## src/hw/rtl/bf5_ram.sv

```systemverilog
module bf5_ram #(
    parameter int WIDTH = 8,
    parameter int DEPTH = 16
) (
    input  logic                     clk,
    input  logic                     we,
    input  logic [$clog2(DEPTH)-1:0] waddr,
    input  logic [WIDTH-1:0]         wdata,
    input  logic                     re,
    input  logic [$clog2(DEPTH)-1:0] raddr,
    output logic [WIDTH-1:0]         rdata
);

    logic [WIDTH-1:0] mem [DEPTH];

    always_ff @(posedge clk)
    begin
        if (we)
        begin
            mem[waddr] <= wdata;
        end
        if (re)
        begin
            rdata <= mem[raddr];
        end
    end

endmodule

```

## config.mk

```make
export PLATFORM = sky130hd
export DESIGN_NAME = bf5_ram
export DESIGN_NICKNAME = d
export VERILOG_FILES = /design/src/hw/rtl/bf5_ram.sv
export SDC_FILE = /design/constraint.sdc
export NUM_CORES = 1
export LEC_CHECK = 0
export ABC_AREA = 1
export BUFFER_PORTS_ARGS = -buffer_cell sky130_fd_sc_hd__buf_4
export CAP_MARGIN = 30
export CORE_MARGIN = 4
export CORE_UTILIZATION = 38
export DETAILED_ROUTE_END_ITERATION = 8
export GPL_TIMING_DRIVEN = 1
export PLACE_DENSITY = 0.59
export SLEW_MARGIN = 20
export SYNTH_ARGS = -nofsm -noshare
export SYNTH_HDL_FRONTEND = slang
export SYNTH_SLANG_ARGS = --single-unit
```

## constraint.sdc

```tcl
create_clock -name clk -period 1.3 [get_ports clk]
set_input_delay 0.065 -clock clk [delete_from_list [all_inputs] [get_ports clk]]
set_output_delay 0.065 -clock clk [all_outputs]
set_load 0.05 [all_outputs]
```

==> summary.md <==
| Metric | Value |
|---|---|
| Total Routing Usage GR | `15.33%` |
| Most numerous cell in the Yosys netlist | `nand2_1` |
| DP Area | `0.006321 sq mm` |
| Post-route cell area | `0.006933 sq mm` |
| Worst-path clk slew | `50 ps` |
| Worst-margin pin slew | `between 600 and 700 ps` |
| Hold Path End | `mem[5][1]` |
| Total number of vias | `3,847` |
| Tot Pwr | `0.01047 W` |
| Setup Crit Path Kind | `flop to flop` |
| Final worst path period share | `94.77%` |
| Final Wtd Congestion | `0.7797` |
| Placed Cells | `764` |
| Fin crit period | `roughly 1200 ps` |
| FFs w/ async S/R, synth | `0%` |
| Final hold vios | `0` |
| Max transition margin | `between 50% and 60%` |
| Startpoint Class | `flop` |
| Required @ worst endpoint | `1450 ps` |
| Max-slew violation count | `0` |
| Syn_nets | `570` |
| Post-synthesis sequential area ratio | `a little over two thirds` |
| Primary FF master, synth | `edfxtp_1` |
| Reg-to-Reg Start | `mem[9][5]` |
| Die Ht | `132.0 microns` |
| Num ports | `27` |
| Post-Syn Area | `slightly below 0.006 sq mm` |
| Top-area cell type share of the netlist area | `69.85%` |
| Detailed router's first-iteration violation count | `424` |
| F_max | `811.6 MHz` |
| Avg Cell Area, Syn | `10.61 sq um` |
| Routed len/inst | `16.41 microns` |
| Setup tns final | `0 ps` |
| Clock skew | `roughly 7.0 ps` |
| Antenna cells | `0` |
| Pre-antenna DRT Iters | `5` |
| Inserted Clock Buffers | `17` |
| Unrepaired setup endpoints after global routing | `no` |
| # rows | `45` |
| Die W | `132.0 microns` |
| Remaining DRCs | `0` |
| CP arrival | `1380 ps` |
| Largest area contributor in the netlist | `edfxtp_1` |
| H-tree levels | `4` |
| Worst-path fanout max | `1` |
| Worst Reg-to-Reg Cells | `6` |
| EDFF count, synth | `~140` |
| RR Endpoint | `rdata[5]` |
| Count of different cell masters after synthesis | `11` |
| Global route total overflow | `0` |
| Post-Synthesis Cells | `~550` |
| #FFs+latches synth | `136` |
| Clock Sinks | `136` |
| Antenna violations before repair | `0` |
| Outcome | `completed` |
| Min-delay worst type | `input port to flop` |
| Largest net degree at the start of global routing | `46` |
| Top cells by area, synth | `edfxtp_1 (70%), nand2_1 (11%), nand3_1 (8.3%), inv_1 (6.4%), buf_6 (1.2%)` |
| Largest buffer count on any clock path | `2` |
| CP Launch Point | `mem[9][5]` |
| Core area | `around 0.015 sq mm` |
| Antenna viol nets, final | `0` |
| Detailed placement HPWL | `a little over 8 mm` |
| Hold slack | `13.96 ps` |
| # Max-Cap Violations | `0` |
| Top cells by count, synth | `nand2_1 (173), edfxtp_1 (136), inv_1 (100), nand3_1 (97), nor2_1 (17)` |
| Layout cells sized above 1 | `around 13%` |
| Routed wire length | `13.08 mm` |
| Skew-Pair Late Insertion Delay | `410 ps` |
| Non-Filler Instances | `roughly 800` |
| Max VDD drop | `0.8534 mV` |
| Vias/cell | `4.827` |
| Vias in the first global route | `3,654` |
| Leak | `slightly below 3 nW` |
| R2R Setup Slk | `70 ps` |
| Port bufs | `26` |
| Post-CTS Setup Bufs | `0` |
| Cell count of the worst hold path | `1` |
| Hold Path Origin | `wdata[1]` |
| CTS tree | `built` |
| Die Area | `0.01743 sq mm` |
| Effective utilization at floorplan | `38.60%` |
| CP Capture Type | `flop` |
| First-pass GRT wire length | `20.47 mm` |
| Final Setup Violations | `0` |
| Pwr Density | `1510 mW/mm^2` |
| Clock root cell | `clkbuf_16` |
| Area grow syn2layout | `18.57%` |
| Final net count | `616` |
| Warnings, synthesis | `0` |
-- state kept, by name, indices dropped and copies added (netlist names) --
register  count
mem         128
rdata         8
-- worst max path at each step --
stage,to,depth (start not counted)
after detailed placement,rdata[1],6
final,rdata[5],6
after global routing,rdata[5],6
after floorplan,mem[10][0],2
after global placement,rdata[1],6
after CTS,rdata[5],6
-- per-layer routing --
layer / wire length (microns) / up-vias / GRT usage [%]
met3: 823 / 17 / 3.626
met2: 6261 / 134 / 24.46
li1: - / 1871 / -
met4: 196 / 0 / 5.076
met5: 0 / - / 0
met1: 5799 / 1825 / 20.77
-- per-stage QoR --
step	util [%]	setup slack, ps
CTS	45.77	82.55
global route	45.77	23.07
floorplan	-	284.2
global placement	41.73	-7.318
finish	45.77	67.93
detailed placement	41.73	-29.95
-- what timing repair did --
action	4_1_cts	5_1_grt
setup endpoints to repair	0	0
resized for setup	0	0
hold buffers	2	0
endpoints found under the hold margin	24	0
-- cells in the final DEF, fill, tap and decap left out, drive strengths merged --
| master | instances |
|---|---|
| nor2 | 17 |
| clkbuf | 20 |
| clkinvlp | 1 |
| nand3 | 97 |
| dlygate4sd3 | 2 |
| bufinv | 4 |
| nand2 | 173 |
| inv | 102 |
| buf | 49 |
| clkinv | 6 |
| edfxtp | 136 |
| nand3b | 2 |
-- where the power goes --
part | switching, W | total (W) | internal, W
clock | 0.00162 | 0.00479 | 0.00317
sequential | 0.0000278 | 0.00497 | 0.00494
combinational | 0.000495 | 0.000711 | 0.000216
-- cells by family after synthesis --
logic type | share of synthesized area (%)
simple gates | 20.76
buf+inv | 9.394
flops | 69.85
-- area by class of cell --
cell class,count,area [sq um]
Sequential cell,136,4084
Fill cell,1378,8213
Clock inverter,11,155.1
Tap cell,188,235.2
Inverter,102,382.9
Multi-Input combinational cell,289,1214
Clock buffer,20,436.7
Timing Repair Buffer,51,425.4
-- worst max-delay path: stages, from the launching register on --
cell      delay, ps
edfxtp_1        360
inv_1            60
nand2_1          40
nand3_1         100
nand3_1         160
nand3_1         180
nand2_1          70
(Power assumes the default switching activity.)
